[config.mk]
export PLATFORM = sky130hd
export DESIGN_NAME = tcs_datapath
export DESIGN_NICKNAME = d
export VERILOG_FILES = /design/src/design/tcs_pkg.sv /design/src/design/tcs_datapath.sv
export SDC_FILE = /design/constraint.sdc
export NUM_CORES = 2
export LEC_CHECK = 0
export BUFFER_PORTS_ARGS = -buffer_cell sky130_fd_sc_hd__buf_2
export CORE_MARGIN = 2
export CORE_UTILIZATION = 30
export CTS_CLUSTER_DIAMETER = 40
export CTS_CLUSTER_SIZE = 30
export DETAILED_ROUTE_END_ITERATION = 16
export GPL_TIMING_DRIVEN = 0
export PLACE_DENSITY_LB_ADDON = 0.3
export REMOVE_ABC_BUFFERS = 1
export SLEW_MARGIN = 20
export SYNTH_ARGS = -nofsm -noshare
export SYNTH_HDL_FRONTEND = slang
export SYNTH_SLANG_ARGS = --single-unit
[constraint.sdc]
create_clock -name clk -period 12.07 [get_ports clk]
set_input_delay 0 -clock clk [delete_from_list [all_inputs] [get_ports clk]]
set_output_delay 0 -clock clk [all_outputs]
set_load 0.02 [all_outputs]
[src/design/tcs_pkg.sv]
// Shared types, constants and the solver micro-program for the touch calibration solver.
// Used by tcs_ctrl, tcs_datapath and touch_calibration_solver_top; depends on nothing.
`timescale 1ns / 1ps

package tcs_pkg;

  // Field and sum widths.
  localparam int RAW_W   = 12;
  localparam int SCR_W   = 11;
  localparam int SRX_W   = 15;
  localparam int SRXX_W  = 27;
  localparam int SSC_W   = 14;
  localparam int SSCR_W  = 26;
  localparam int CNT_W   = 3;
  localparam int OUT_W   = 32;
  localparam int IDX_W   = 3;

  // Serial multiply: signed 64-bit A times unsigned 27-bit B into a 128-bit accumulator.
  localparam int K_W       = 64;
  localparam int B_W       = 27;
  localparam int ACC_W     = 128;
  localparam int MUL_STEPS = B_W;
  localparam int DIV_STEPS = ACC_W;
  localparam int STEP_W    = 7;

  // Micro-program length and the result slots.
  localparam int PROG_LEN   = 33;
  localparam int PC_W       = 6;
  localparam logic [IDX_W-1:0] LAST_COEFF = 3'd5;
  localparam logic [IDX_W-1:0] SCALE_IDX  = 3'd6;

  // Operand sources for the multiply-accumulate unit, also used as store targets.
  typedef enum logic [4:0] {
    SRC_N, SRC_X, SRC_Y, SRC_X2, SRC_Y2, SRC_XY,
    SRC_KA, SRC_KB, SRC_KC, SRC_KE, SRC_KF, SRC_KI,
    SRC_SX, SRC_SXRX, SRC_SXRY, SRC_SY, SRC_SYRX, SRC_SYRY
  } src_t;

  // What happens when a multiply-accumulate finishes.
  typedef enum logic [1:0] {
    FIN_NONE, FIN_STORE, FIN_DET, FIN_DIV
  } fin_t;

  // Kind of result word loaded into the output register.
  typedef enum logic [1:0] {
    OUT_COEFF, OUT_SCALE, OUT_FAIL
  } out_kind_t;

  typedef struct packed {
    src_t a_sel;
    src_t b_sel;
    logic sub;
    logic clr;
    fin_t fin;
    src_t tgt;
  } uop_t;

  // Commands from the controller to the datapath.
  typedef struct packed {
    logic              accum;
    logic              clear;
    logic              mac_load;
    logic              mac_step;
    logic              store_k;
    logic              store_det;
    logic              div_start;
    logic              div_step;
    logic              out_load;
    out_kind_t         out_kind;
    logic [IDX_W-1:0]  out_index;
    logic              out_last;
    uop_t              uop;
  } dp_cmd_t;

  // Status from the datapath to the controller.
  typedef struct packed {
    logic pc_last;
    logic acc_zero;
  } dp_stat_t;

  function automatic uop_t mk(src_t a, src_t b, logic s, logic c, fin_t f, src_t t);
    uop_t u;
    u.a_sel = a;
    u.b_sel = b;
    u.sub   = s;
    u.clr   = c;
    u.fin   = f;
    u.tgt   = t;
    return u;
  endfunction

  // Micro-program: cofactors of the normal matrix, the determinant, then the
  // three-term numerator of each of the six coefficients.
  function automatic uop_t prog_rom(logic [PC_W-1:0] pc);
    uop_t r;
    r = mk(SRC_N, SRC_N, 1'b0, 1'b1, FIN_NONE, SRC_N);
    case (pc)
      6'd0:  r = mk(SRC_X2, SRC_Y2,   1'b0, 1'b1, FIN_NONE,  SRC_N);
      6'd1:  r = mk(SRC_XY, SRC_XY,   1'b1, 1'b0, FIN_STORE, SRC_KA);
      6'd2:  r = mk(SRC_XY, SRC_Y,    1'b0, 1'b1, FIN_NONE,  SRC_N);
      6'd3:  r = mk(SRC_X,  SRC_Y2,   1'b1, 1'b0, FIN_STORE, SRC_KB);
      6'd4:  r = mk(SRC_X,  SRC_XY,   1'b0, 1'b1, FIN_NONE,  SRC_N);
      6'd5:  r = mk(SRC_Y,  SRC_X2,   1'b1, 1'b0, FIN_STORE, SRC_KC);
      6'd6:  r = mk(SRC_N,  SRC_Y2,   1'b0, 1'b1, FIN_NONE,  SRC_N);
      6'd7:  r = mk(SRC_Y,  SRC_Y,    1'b1, 1'b0, FIN_STORE, SRC_KE);
      6'd8:  r = mk(SRC_X,  SRC_Y,    1'b0, 1'b1, FIN_NONE,  SRC_N);
      6'd9:  r = mk(SRC_N,  SRC_XY,   1'b1, 1'b0, FIN_STORE, SRC_KF);
      6'd10: r = mk(SRC_N,  SRC_X2,   1'b0, 1'b1, FIN_NONE,  SRC_N);
      6'd11: r = mk(SRC_X,  SRC_X,    1'b1, 1'b0, FIN_STORE, SRC_KI);
      6'd12: r = mk(SRC_KA, SRC_N,    1'b0, 1'b1, FIN_NONE,  SRC_N);
      6'd13: r = mk(SRC_KB, SRC_X,    1'b0, 1'b0, FIN_NONE,  SRC_N);
      6'd14: r = mk(SRC_KC, SRC_Y,    1'b0, 1'b0, FIN_DET,   SRC_N);
      6'd15: r = mk(SRC_KA, SRC_SX,   1'b0, 1'b1, FIN_NONE,  SRC_N);
      6'd16: r = mk(SRC_KB, SRC_SXRX, 1'b0, 1'b0, FIN_NONE,  SRC_N);
      6'd17: r = mk(SRC_KC, SRC_SXRY, 1'b0, 1'b0, FIN_DIV,   SRC_N);
      6'd18: r = mk(SRC_KB, SRC_SX,   1'b0, 1'b1, FIN_NONE,  SRC_N);
      6'd19: r = mk(SRC_KE, SRC_SXRX, 1'b0, 1'b0, FIN_NONE,  SRC_N);
      6'd20: r = mk(SRC_KF, SRC_SXRY, 1'b0, 1'b0, FIN_DIV,   SRC_N);
      6'd21: r = mk(SRC_KC, SRC_SX,   1'b0, 1'b1, FIN_NONE,  SRC_N);
      6'd22: r = mk(SRC_KF, SRC_SXRX, 1'b0, 1'b0, FIN_NONE,  SRC_N);
      6'd23: r = mk(SRC_KI, SRC_SXRY, 1'b0, 1'b0, FIN_DIV,   SRC_N);
      6'd24: r = mk(SRC_KA, SRC_SY,   1'b0, 1'b1, FIN_NONE,  SRC_N);
      6'd25: r = mk(SRC_KB, SRC_SYRX, 1'b0, 1'b0, FIN_NONE,  SRC_N);
      6'd26: r = mk(SRC_KC, SRC_SYRY, 1'b0, 1'b0, FIN_DIV,   SRC_N);
      6'd27: r = mk(SRC_KB, SRC_SY,   1'b0, 1'b1, FIN_NONE,  SRC_N);
      6'd28: r = mk(SRC_KE, SRC_SYRX, 1'b0, 1'b0, FIN_NONE,  SRC_N);
      6'd29: r = mk(SRC_KF, SRC_SYRY, 1'b0, 1'b0, FIN_DIV,   SRC_N);
      6'd30: r = mk(SRC_KC, SRC_SY,   1'b0, 1'b1, FIN_NONE,  SRC_N);
      6'd31: r = mk(SRC_KF, SRC_SYRX, 1'b0, 1'b0, FIN_NONE,  SRC_N);
      6'd32: r = mk(SRC_KI, SRC_SYRY, 1'b0, 1'b0, FIN_DIV,   SRC_N);
      default: r = mk(SRC_N, SRC_N, 1'b0, 1'b1, FIN_NONE, SRC_N);
    endcase
    return r;
  endfunction

endpackage

[src/design/tcs_datapath.sv]
// Datapath of the touch calibration solver: sums, serial multiply-accumulate,
// cofactor registers, serial divider and the output register. Depends on tcs_pkg.
`timescale 1ns / 1ps

module tcs_datapath #(
  parameter int NUM_POINTS = 5,
  parameter int FRAC_BITS  = 16
) (
  input  logic                          clk,
  input  logic                          rst,
  input  tcs_pkg::dp_cmd_t              cmd,
  output tcs_pkg::dp_stat_t             stat,
  input  logic [tcs_pkg::RAW_W-1:0]     raw_x,
  input  logic [tcs_pkg::RAW_W-1:0]     raw_y,
  input  logic [tcs_pkg::SCR_W-1:0]     screen_x,
  input  logic [tcs_pkg::SCR_W-1:0]     screen_y,
  output logic signed [tcs_pkg::OUT_W-1:0] coeff_value,
  output logic [tcs_pkg::IDX_W-1:0]     coeff_index,
  output logic                          status,
  output logic                          last_of_run
);

  localparam int K_W   = tcs_pkg::K_W;
  localparam int ACC_W = tcs_pkg::ACC_W;
  localparam int B_W   = tcs_pkg::B_W;

  // Least-squares sums.
  logic [tcs_pkg::CNT_W-1:0]  point_count;
  logic [tcs_pkg::SRX_W-1:0]  sum_raw_x, sum_raw_y;
  logic [tcs_pkg::SRXX_W-1:0] sum_raw_xx, sum_raw_yy, sum_raw_xy;
  logic [tcs_pkg::SSC_W-1:0]  sum_scr_x, sum_scr_y;
  logic [tcs_pkg::SSCR_W-1:0] sum_scr_x_rx, sum_scr_x_ry, sum_scr_y_rx, sum_scr_y_ry;

  // Cofactors and determinant.
  logic signed [K_W-1:0] ka, kb, kc, ke, kf, ki, det;

  // Multiply-accumulate and divider registers.
  logic [ACC_W-1:0] acc, a_reg, numq;
  logic [B_W-1:0]   b_reg;
  logic [K_W-1:0]   rem, dvs;
  logic             neg;

  logic [2*tcs_pkg::RAW_W-1:0]             p_xx, p_yy, p_xy;
  logic [tcs_pkg::RAW_W+tcs_pkg::SCR_W-1:0] p_sxrx, p_sxry, p_syrx, p_syry;
  logic signed [K_W-1:0] a_val;
  logic [B_W-1:0]        b_val;
  logic [ACC_W-1:0]      a_ext, acc_mag;
  logic [K_W-1:0]        trial;
  logic                  fits;
  logic [tcs_pkg::OUT_W-1:0] sat_val;

  // Per-point products.
  assign p_xx   = raw_x * raw_x;
  assign p_yy   = raw_y * raw_y;
  assign p_xy   = raw_x * raw_y;
  assign p_sxrx = screen_x * raw_x;
  assign p_sxry = screen_x * raw_y;
  assign p_syrx = screen_y * raw_x;
  assign p_syry = screen_y * raw_y;

  // Operand selection for the multiply-accumulate unit.
  always_comb begin
    a_val = '0;
    unique case (cmd.uop.a_sel)
      tcs_pkg::SRC_N:  a_val = K_W'(NUM_POINTS);
      tcs_pkg::SRC_X:  a_val = K_W'(sum_raw_x);
      tcs_pkg::SRC_Y:  a_val = K_W'(sum_raw_y);
      tcs_pkg::SRC_X2: a_val = K_W'(sum_raw_xx);
      tcs_pkg::SRC_Y2: a_val = K_W'(sum_raw_yy);
      tcs_pkg::SRC_XY: a_val = K_W'(sum_raw_xy);
      tcs_pkg::SRC_KA: a_val = ka;
      tcs_pkg::SRC_KB: a_val = kb;
      tcs_pkg::SRC_KC: a_val = kc;
      tcs_pkg::SRC_KE: a_val = ke;
      tcs_pkg::SRC_KF: a_val = kf;
      tcs_pkg::SRC_KI: a_val = ki;
      default:         a_val = '0;
    endcase
    b_val = '0;
    unique case (cmd.uop.b_sel)
      tcs_pkg::SRC_N:    b_val = B_W'(NUM_POINTS);
      tcs_pkg::SRC_X:    b_val = B_W'(sum_raw_x);
      tcs_pkg::SRC_Y:    b_val = B_W'(sum_raw_y);
      tcs_pkg::SRC_X2:   b_val = sum_raw_xx;
      tcs_pkg::SRC_Y2:   b_val = sum_raw_yy;
      tcs_pkg::SRC_XY:   b_val = sum_raw_xy;
      tcs_pkg::SRC_SX:   b_val = B_W'(sum_scr_x);
      tcs_pkg::SRC_SXRX: b_val = B_W'(sum_scr_x_rx);
      tcs_pkg::SRC_SXRY: b_val = B_W'(sum_scr_x_ry);
      tcs_pkg::SRC_SY:   b_val = B_W'(sum_scr_y);
      tcs_pkg::SRC_SYRX: b_val = B_W'(sum_scr_y_rx);
      tcs_pkg::SRC_SYRY: b_val = B_W'(sum_scr_y_ry);
      default:           b_val = '0;
    endcase
  end

  assign a_ext   = {{(ACC_W-K_W){a_val[K_W-1]}}, a_val};
  assign acc_mag = acc[ACC_W-1] ? (~acc + ACC_W'(1)) : acc;

  // Restoring division trial: shift the next numerator bit into the remainder.
  assign trial = {rem[K_W-2:0], numq[ACC_W-1]};
  assign fits  = (trial >= dvs);

  // Saturate the quotient to 32-bit signed, with the sign applied.
  always_comb begin
    if (neg) begin
      if (numq[ACC_W-1:tcs_pkg::OUT_W] != '0 || numq[tcs_pkg::OUT_W-1:0] > 32'h8000_0000) begin
        sat_val = 32'h8000_0000;
      end else begin
        sat_val = ~numq[tcs_pkg::OUT_W-1:0] + 32'd1;
      end
    end else begin
      if (numq[ACC_W-1:tcs_pkg::OUT_W-1] != '0) begin
        sat_val = 32'h7FFF_FFFF;
      end else begin
        sat_val = numq[tcs_pkg::OUT_W-1:0];
      end
    end
  end

  assign stat.pc_last  = (point_count == tcs_pkg::CNT_W'(NUM_POINTS - 1));
  assign stat.acc_zero = (acc[K_W-1:0] == '0);

  // Sums and point count.
  always_ff @(posedge clk) begin
    if (rst || cmd.clear) begin
      point_count  <= '0;
      sum_raw_x    <= '0;
      sum_raw_y    <= '0;
      sum_raw_xx   <= '0;
      sum_raw_yy   <= '0;
      sum_raw_xy   <= '0;
      sum_scr_x    <= '0;
      sum_scr_y    <= '0;
      sum_scr_x_rx <= '0;
      sum_scr_x_ry <= '0;
      sum_scr_y_rx <= '0;
      sum_scr_y_ry <= '0;
    end else if (cmd.accum) begin
      point_count  <= point_count + tcs_pkg::CNT_W'(1);
      sum_raw_x    <= sum_raw_x + tcs_pkg::SRX_W'(raw_x);
      sum_raw_y    <= sum_raw_y + tcs_pkg::SRX_W'(raw_y);
      sum_raw_xx   <= sum_raw_xx + tcs_pkg::SRXX_W'(p_xx);
      sum_raw_yy   <= sum_raw_yy + tcs_pkg::SRXX_W'(p_yy);
      sum_raw_xy   <= sum_raw_xy + tcs_pkg::SRXX_W'(p_xy);
      sum_scr_x    <= sum_scr_x + tcs_pkg::SSC_W'(screen_x);
      sum_scr_y    <= sum_scr_y + tcs_pkg::SSC_W'(screen_y);
      sum_scr_x_rx <= sum_scr_x_rx + tcs_pkg::SSCR_W'(p_sxrx);
      sum_scr_x_ry <= sum_scr_x_ry + tcs_pkg::SSCR_W'(p_sxry);
      sum_scr_y_rx <= sum_scr_y_rx + tcs_pkg::SSCR_W'(p_syrx);
      sum_scr_y_ry <= sum_scr_y_ry + tcs_pkg::SSCR_W'(p_syry);
    end
  end

  // Serial shift-add multiply-accumulate and serial divider.
  always_ff @(posedge clk) begin
    if (cmd.mac_load) begin
      a_reg <= cmd.uop.sub ? (~a_ext + ACC_W'(1)) : a_ext;
      b_reg <= b_val;
      if (cmd.uop.clr) begin
        acc <= '0;
      end
    end else if (cmd.mac_step) begin
      if (b_reg[0]) begin
        acc <= acc + a_reg;
      end
      a_reg <= a_reg << 1;
      b_reg <= b_reg >> 1;
    end
    if (cmd.div_start) begin
      neg  <= acc[ACC_W-1] ^ det[K_W-1];
      numq <= acc_mag << FRAC_BITS;
      rem  <= '0;
      dvs  <= det[K_W-1] ? (~det + K_W'(1)) : det;
    end else if (cmd.div_step) begin
      rem  <= fits ? (trial - dvs) : trial;
      numq <= {numq[ACC_W-2:0], fits};
    end
  end

  // Cofactor and determinant storage.
  always_ff @(posedge clk) begin
    if (cmd.store_k) begin
      case (cmd.uop.tgt)
        tcs_pkg::SRC_KA: ka <= acc[K_W-1:0];
        tcs_pkg::SRC_KB: kb <= acc[K_W-1:0];
        tcs_pkg::SRC_KC: kc <= acc[K_W-1:0];
        tcs_pkg::SRC_KE: ke <= acc[K_W-1:0];
        tcs_pkg::SRC_KF: kf <= acc[K_W-1:0];
        tcs_pkg::SRC_KI: ki <= acc[K_W-1:0];
        default: ;
      endcase
    end
    if (cmd.store_det) begin
      det <= acc[K_W-1:0];
    end
  end

  // Output word register.
  always_ff @(posedge clk) begin
    if (cmd.out_load) begin
      coeff_index <= cmd.out_index;
      last_of_run <= cmd.out_last;
      status      <= (cmd.out_kind == tcs_pkg::OUT_FAIL);
      unique case (cmd.out_kind)
        tcs_pkg::OUT_COEFF: coeff_value <= sat_val;
        tcs_pkg::OUT_SCALE: coeff_value <= tcs_pkg::OUT_W'(1) << FRAC_BITS;
        default:            coeff_value <= '0;
      endcase
    end
  end

endmodule

==> run metrics <==
CP startpoint kind=input port; PortBufs=approximately 120; Sw Share=0.4060; Num CTS Buffers=265; layout cells sized above 1=0.07694; Leakage=0.05086 uW; dpl hpwl=225300 um; Die Span Y=between 500 and 600 um; CTS tree=yes; Vias/cell=5.081; setup violators final=0; Max Clk Rate=0.1490 GHz; Pwr Density=roughly 210 nW/um2; Post-synth EDFFs=945; clk root buf=clkbuf_16; Overflow after GRT=0; routed vias=80060; H-tree levels=5; Final Hold Viols=0; GRT Util Overall=0.1804; Critical Path AT=7.41 ns; Hold Path Cell Cnt=4; min Tclk post-route=between 6 and 7 ns; Worst path slowest cell=clkinv_1; reg2reg start=acc[1]; Clock power frac=0.295; WS Path Type=in -> reg; met3 WL post-DR=19550 um; syn_area_per_cell=9.426 um2; Worst-path clk slew=0.06 ns; worst min path class=in -> reg; max incr delay on CP=approximately 0.7 ns; drt total wl=between 300000 and 400000 um; Slew HR=0.1880; clk_skew=0.1211 ns; CP Max Fanout=40; slack of the worst reg-to-reg path=5.65 ns; DRT Pass-1 Iters=6; Hold Startpoint=cmd[29]; RSZ-0062 raised after global routing=false; residual DRC count=0; met1 wire length=~150000 um; die extent in x=between 500 and 600 um; IO Pins=121; status=finished, final reports clean; initial antenna violation count=7; maximum vdd drop=0.0001953 V; Starting Density=0.3015; number of max-cap violations=0; top cell type's share of synthesized area=0.2744; Core ar.=343000 um2; synthesized cell area=103400 um2; sequential power share=0.232; vias in the first global route=79300; Synth Flop Type=edfxtp_1; pin count of the biggest net entering global routing=120; Final nets=~13000; Site Rows=215; latest clock arrival within the worst-skew pair=between 0.9 and 1 ns; clock buffer depth=4; Wirelength per Cell=20.18 um; Final period util=0.5559; Synth cell types=100; Ys Warns=0; Detail Route Antenna Nets=0; r2r endpoint=acc[116]; Hold EP=ka[23]; Max Used Layer=met4; flops & latches, synth=1270; Gate power share=0.473; Tightest Pin Transition=around 1.2 ns; Final Slew Violations=0; Util after Layout=0.3481; # clock sinks=1270; CP dominant cell by count=fa_1; ys async rst share=0; cts repair resizes=0; drt initial violations=between 7000 and 8000; sequential area share after synthesis=0.3373; Required @ worst endpoint=12.77 ns; Placed Area=109900 um2; post-synthesis to final-layout area growth=15.43%; global-route wire length before repair=between 400000 and 500000 um; met2 routed WL=about 140000 um; R2R cell count=14; switching power=10220 uW; Crit. End Element=flip-flop; final instance area=about 120000 um2; synth top area cells=edfxtp_1 (27%), fa_1 (15%), ha_1 (8.4%); Int Pwr=14960 uW; cell taking the most area after synthesis=edfxtp_1; Synth Instances=between 10000 and 15000; routability cong.=between 0.8 and 0.9; die area=between 300000 and 400000 um2
how the worst max path moves through the flow:
| stage | startpoint | endpoint | cells past startpoint | slack [ns] |
|---|---|---|---|---|
| 3_5_place_dp | raw_x[1] | sum_raw_xx[26] | 25 | 4.59 |
| 5_1_grt | raw_x[1] | sum_raw_xx[26] | 25 | 4.88 |
| 4_1_cts | raw_x[1] | sum_raw_xx[26] | 25 | 5.43 |
| 2_1_floorplan | b_reg[0] | acc[0] | 2 | 1.99 |
| 3_3_place_gp | cmd[31] | acc[112] | 2 | -11.74 |
| 6_report | raw_x[1] | sum_raw_xx[26] | 25 | 5.36 |
final cells by class:
cell class	instances	area (um2)
multi-input combinational	7637	60950
fill	34940	223600
inverter	1518	5713
antenna	9	22.52
tap	4557	5702
clock buffer	321	7161
sequential	1270	34880
timing repair buffer	281	3073
clock inverter	164	1876
kinds of logic (layout without fill, tap and decap cells):
kind of cell	count (synthesis)	count (layout)	share of synthesized area
multiplexers	211	211	0.02118
other	0	9	0
adder cells (fa/ha/maj)	1473	1473	0.2344
AO/OA/AOI/OAI	2075	2075	0.1307
AND/OR/NAND/NOR	3286	3286	0.1503
XOR/XNOR	592	592	0.05013
buffers and inverters	2066	2284	0.07602
flip-flops	1270	1270	0.3373
worst max-delay path, delay by kind of cell:
family                     cells  cell delay, ns
AOI/OAI and AO/OA              9            2.61
adders and majority gates      6            2.52
and+or+nand+nor                3            0.53
buffers and inverters          6            1.53
xor gates and xnor gates       1            0.17
power groups by stage:
stage	combinational [uW]	clock (uW)	sequential, uW
after detailed placement	11700	0	5920
after global routing	13600	7750	5880
final	11900	7430	5840
after global placement	11600	0	5970
after CTS	11900	7540	5840
after floorplan	9170	0	5620
timing repair:
item,4_1_cts,5_1_grt
hold buffers,45,1
endpoints found under the hold margin,726,6
buffers inserted,0,0
metal layers:
layer,vias up,track usage
li1,37510,-
met2,2445,0.2828
met5,-,0
met3,408,0.02486
met1,39700,0.2587
met4,0,0.05009
cell usage after synthesis, types with 18 or more instances:
| cell | number |
|---|---|
| inv_1 | 1512 |
| nand2_1 | 1147 |
| edfxtp_1 | 945 |
| fa_1 | 775 |
| nor2_1 | 771 |
| ha_1 | 698 |
| a21oi_1 | 509 |
| o21ai_0 | 498 |
| clkbuf_1 | 483 |
| xnor2_1 | 369 |
| and2_1 | 349 |
| dfxtp_1 | 325 |
| xor2_1 | 223 |
| nand3_1 | 213 |
| a21o_1 | 180 |
| a22oi_1 | 171 |
| nor3_1 | 153 |
| mux2i_1 | 148 |
| and3_1 | 141 |
| nand4_1 | 110 |
| or3_1 | 74 |
| a211oi_1 | 72 |
| o21bai_1 | 72 |
| o31ai_1 | 68 |
| nor4_1 | 64 |
| mux2_2 | 63 |
| nand2b_1 | 63 |
| nor2b_1 | 60 |
| a31oi_1 | 59 |
| a221oi_1 | 52 |
| a222oi_1 | 47 |
| o211ai_1 | 37 |
| o21a_1 | 35 |
| or4_1 | 34 |
| or2_2 | 33 |
| a311oi_1 | 32 |
| a2111oi_0 | 29 |
| a22o_1 | 28 |
| buf_1 | 26 |
| buf_2 | 25 |
| o41ai_1 | 24 |
| a21boi_0 | 23 |
| nor3b_1 | 18 |
stage by stage:
stage | TNS (ns) | hold slack (ns) | total power (uW) | worst slack, ns | cells
floorplan | 0 | 0.06907 | 14790 | 1.988 | 10430
global placement | -1497.13 | 0.1766 | 17600 | -11.74 | 15100
detailed placement | 0 | 0.1781 | 17640 | 4.588 | 15220
CTS | 0 | 0.01676 | 25240 | 5.432 | 15750
global route | 0 | 0.1005 | 27240 | 4.884 | 15750
finish | 0 | 0.04246 | 25180 | 5.360 | 15760
placed cells by master, fill, tap and decap left out, types with 33 or more instances in the layout:
| cell | Yosys | routed |
|---|---|---|
| nand4_1 | 110 | 110 |
| buf_16 | 0 | 33 |
| or4_1 | 34 | 34 |
| o21bai_1 | 72 | 72 |
| a211oi_1 | 72 | 72 |
| nand2b_1 | 63 | 63 |
| o21ai_0 | 498 | 497 |
| inv_1 | 1512 | 1509 |
| dfxtp_1 | 325 | 325 |
| and3_1 | 141 | 141 |
| a222oi_1 | 47 | 47 |
| or3_1 | 74 | 73 |
| nor3_1 | 153 | 146 |
| dlygate4sd3_1 | 0 | 46 |
| nand2_1 | 1147 | 1146 |
| a21o_1 | 180 | 180 |
| mux2_2 | 63 | 63 |
| nand3_1 | 213 | 213 |
| buf_4 | 6 | 62 |
| a31oi_1 | 59 | 59 |
| fa_1 | 775 | 775 |
| edfxtp_1 | 945 | 945 |
| buf_2 | 25 | 94 |
| o21a_1 | 35 | 35 |
| xnor2_1 | 369 | 369 |
| mux2i_1 | 148 | 148 |
| xor2_1 | 223 | 223 |
| nor2_1 | 771 | 755 |
| a21oi_1 | 509 | 509 |
| o211ai_1 | 37 | 37 |
| a22oi_1 | 171 | 171 |
| and2_1 | 349 | 344 |
| a221oi_1 | 52 | 52 |
| clkinv_2 | 0 | 40 |
| nor4_1 | 64 | 61 |
| o31ai_1 | 68 | 67 |
| clkbuf_16 | 0 | 272 |
| ha_1 | 698 | 698 |
| nor2b_1 | 60 | 57 |
No activity file was read; power rests on OpenSTA's default activity.
